`src/rtl/artt_pkg.sv`:
```
// Shared types and constants for the address region translation table.
package artt_pkg;

	localparam int unsigned REGION_ENTRIES_DEF = 16;

	localparam int unsigned SLOT_W = 16;
	localparam int unsigned ADDR_W = 64;

	typedef enum logic [1:0] {
		OP_MAP   = 2'd0,
		OP_UNMAP = 2'd1,
		OP_XLATE = 2'd2
	} artt_op_t;

	typedef enum logic [1:0] {
		ST_OK           = 2'd0,
		ST_UNKNOWN_SLOT = 2'd1,
		ST_NO_MATCH     = 2'd2,
		ST_FULL         = 2'd3
	} artt_status_t;

	typedef enum logic [1:0] {
		S_IDLE,
		S_MATCH,
		S_RESOLVE,
		S_FINISH
	} artt_state_t;

	// Commands from the controller to the datapath.
	typedef struct packed {
		logic capture;
		logic match;
		logic resolve;
		logic finish;
	} artt_ctrl_t;

	// Status from the datapath to the controller.
	typedef struct packed {
		logic out_free;
	} artt_stat_t;

endpackage

```
`src/rtl/artt_ctrl.sv`:
```
// Controller state machine that steps one item through match, resolve and finish.
module artt_ctrl (
	input  logic                  clk,
	input  logic                  arst_n,
	input  logic                  in_valid,
	output logic                  in_ready,
	input  artt_pkg::artt_stat_t  stat,
	output artt_pkg::artt_ctrl_t  ctrl
);
	import artt_pkg::*;

	artt_state_t state_q;
	artt_state_t state_d;

	always_ff @(posedge clk or negedge arst_n) begin
		if (!arst_n) begin
			state_q <= S_IDLE;
		end else begin
			state_q <= state_d;
		end
	end

	always_comb begin
		state_d  = state_q;
		ctrl     = '0;
		in_ready = 1'b0;
		case (state_q)
			S_IDLE: begin
				in_ready = 1'b1;
				if (in_valid) begin
					ctrl.capture = 1'b1;
					state_d      = S_MATCH;
				end
			end
			S_MATCH: begin
				ctrl.match = 1'b1;
				state_d    = S_RESOLVE;
			end
			S_RESOLVE: begin
				ctrl.resolve = 1'b1;
				state_d      = S_FINISH;
			end
			S_FINISH: begin
				// Hold here while the previous result has not been taken.
				if (stat.out_free) begin
					ctrl.finish = 1'b1;
					state_d     = S_IDLE;
				end
			end
			default: begin
				state_d = S_IDLE;
			end
		endcase
	end

endmodule

```
`config.mk`:
```
export PLATFORM = sky130hd
export DESIGN_NAME = artt_ctrl
export DESIGN_NICKNAME = d
export VERILOG_FILES = /design/src/rtl/artt_pkg.sv /design/src/rtl/artt_ctrl.sv
export SDC_FILE = /design/constraint.sdc
export NUM_CORES = 1
export LEC_CHECK = 0
export BUFFER_PORTS_ARGS = -buffer_cell sky130_fd_sc_hd__clkbuf_2
export CAP_MARGIN = 25
export CORE_AREA = 2 2 39 41
export CTS_BUF_LIST = sky130_fd_sc_hd__clkbuf_4 sky130_fd_sc_hd__clkbuf_8
export DETAILED_ROUTE_END_ITERATION = 8
export DIE_AREA = 0 0 41 43
export PLACE_DENSITY = 0.34
export SLEW_MARGIN = 20
export SYNTH_ARGS = -nofsm -noshare
export SYNTH_HDL_FRONTEND = slang
export SYNTH_SLANG_ARGS = --single-unit
```
`constraint.sdc`:
```
create_clock -name clk -period 1.6 [get_ports clk]
set_input_delay 0.08 -clock clk [delete_from_list [all_inputs] [get_ports clk]]
set_output_delay 0.08 -clock clk [all_outputs]
set_load 0.02 [all_outputs]
```
==> metrics.txt <==
Die Span X=41 um; remaining number of nets flagged by the antenna check after routing=0; H-tree levels=1; Initial Utilization=12.6%; largest clock skew in the final design=0.000884 ns; summed area of non-filler cells in the final layout=267 um^2; clock latency on the worst-skew pair=0.22 ns; post-synthesis simple-gate area fraction=15.8%; Achievable Freq=0.753 GHz; register containing the most flip-flops in the final layout=state_q; clock tree from TritonCTS=yes; count of clock tree sinks=2; synth unique cells=9; placeable core region=1380 um^2; Ys Warns=0; vias post-DR=140; clk slew on worst S/H paths=0.03 ns; critical path type=flip-flop to output port; top cells by area in the synthesized netlist=dfrtp_1 29%, ha_1 29%, mux2_4 8.6%, nor2b_4 7.9%, inv_1 6.5%; # port buffers=8; P_leak=0.000148 uW; Yosys top cell area share=28.8%; share of the synthesized area in compound gates (AO/OA/AOI/OAI)=11.5%; routed vias/inst=3.26; number of antenna violations at the first check in global routing=0; total negative slack for setup checks=0 ns; Max Cap Viol=0; die extent in y=43 um; Data required, critical path=1.52 ns; mean routed wirelength per cell=8.21 um; number of pins exceeding their max-slew limit in the final report=0; worst-case headroom to the max-slew limit=90.4%; Cells after Synth=15; status=finished, final reports clean; min cycle time layout=1.33 ns; xor and xnor fraction of the mapped netlist area=0%; mux cell area share after synthesis=8.63%; Post-CTS Repair Setup Buffers=0; number of setup violations in the final report=0; synthesized flop and latch total=2; share of flip-flops with an asynchronous set or reset after synthesis=100%; number of flops mapped to enable cells by yosys=0; net count after synthesis=23; number of design-rule violations left by the first detailed-router iteration=1; post-synthesis to final-layout area growth=53.2%; count of filler cells inserted in the layout=162; type of destination of the critical path=output port; crit path DAT=1.25 ns; number of buffers added to fix hold violations after cts=1; top cells by count, synth=4 x ha_1, 3 x inv_1, 2 x dfrtp_1; Worst-Margin Slew=0.144 ns; worst min-delay path category=input port to async pin; Rows=14; portion of the post-synthesis area used by sequential elements=28.8%; number of buffers on the longest clock path=2; most instantiated flip-flop cell in the synthesis netlist=dfrtp_1; cts repair resizes=0; largest net degree at the start of global routing=5; via count of the first global-routing pass=156; post-synthesis adder-cell area fraction=28.8%; mean post-synth cell area=11.6 um^2; cell count after placement=39; Post-route DRC=0; remaining global-route overflow=0; largest registers in the final layout=state_q: 2 flops; Final #Nets=37; area post-placement=234 um^2; netlist area before placement=174 um^2; setup repair after global routing missed its margin=no; total die area=1760 um^2; Routed Wire Length=353 um; RePlAce Congestion=0.607; largest family of logic cells by synthesized area=adder cells; Max VDD drop=0.774 mV; Crit Path Max Fanout=4; CP Launch Type=flip-flop; first-pass GRT wire length=545 um; CTS Root Cell=clkbuf_4; share of post-route cells with drive strength above 1=59.3%; total count of hold-check failures in the final report=0; number of search-and-repair iterations in the first detailed-routing pass=2; number of primary I/O pins=9; cell with the most instances after synthesis=ha_1; number of flip-flops under the largest register name=2; share of the cycle needed by the critical path after routing=83.0%; Ant. Diodes=0; total clock buffers created by CTS=3; non-filler cells in the finished layout=43; total power density per cell area=2110 nW/um^2; GRT Util Overall=5.02%; largest area contributor in the netlist=dfrtp_1
[stage by stage]
| stage | utilization (%) | worst slack (ns) | total power, uW | hold WS [ns] |
|---|---|---|---|---|
| final | 19.3 | 0.272 | 562 | 0.177 |
| after global routing | 19.3 | 0.188 | 613 | 0.180 |
| after floorplan | - | 0.262 | 370 | -0.216 |
| after CTS | 19.3 | 0.258 | 579 | 0.163 |
| after global placement | 16.9 | 0.280 | 442 | -0.134 |
| after detailed placement | 16.9 | 0.277 | 453 | -0.131 |
[area by class of cell]
type	count	area (um^2)	area share, %
Multi-Input combinational cell	10	113	42.3
Sequential cell	2	50.0	18.8
Timing Repair Buffer	9	50.0	18.8
Clock buffer	3	22.5	8.45
Tap cell	16	20.0	7.51
Inverter	3	11.3	4.23
[routing by layer]
layer / track usage [%] / up-vias / wire length (um)
li1: - / 73 / -
met1: 5.45 / 58 / 172
met2: 6.56 / 9 / 127
met3: 1.57 / 0 / 52
met4: 6.00 / 0 / 0
met5: 0 / - / 0
[layout by cell type, fill, tap and decap left out]
master / n
inv_1: 3
and2_1: 1
nor2b_4: 1
o32a_2: 1
clkbuf_4: 3
a21oi_2: 1
and2_2: 1
mux2_4: 1
dlygate4sd3_1: 1
clkbuf_2: 8
ha_1: 4
dfrtp_1: 2
[cell families (layout without fill, tap and decap cells)]
group | Yosys count | count (layout)
and+or+nand+nor | 3 | 3
muxes | 1 | 1
adders and majority gates | 4 | 4
buffers and inverters | 3 | 15
DFF | 2 | 2
AOI/OAI and AO/OA | 2 | 2
[report_power, final]
part	internal, uW	total (uW)	switching (uW)	leakage, uW
Sequential	80.1	109	28.4	0.0000235
Clock	82.7	110	27.6	0.0000138
Combinational	164	343	179	0.000110
[path summary, 6_finish.rpt]
| kind | cells past startpoint | startpoint | slack, ns | end |
|---|---|---|---|---|
| hold reg to reg | 1 | state_q[0] | 0.57 | state_q[0] |
| hold / removal | 2 | arst_n | 0.18 | state_q[0] |
| setup reg to reg | 4 | state_q[0] | 0.28 | state_q[1] |
| setup / recovery | 4 | state_q[0] | 0.27 | ctrl[3] |
| max in group asynchronous | 2 | arst_n | 1.33 | state_q[1] |
| min in group clk | 3 | stat | 0.26 | state_q[0] |
[critical path, stage by stage, from the launching register on]
cell,delay [ns]
dfrtp_1,0.40
inv_1,0.10
ha_1,0.22
and2_1,0.14
clkbuf_2,0.16
Power figures use the tool's default switching activity.
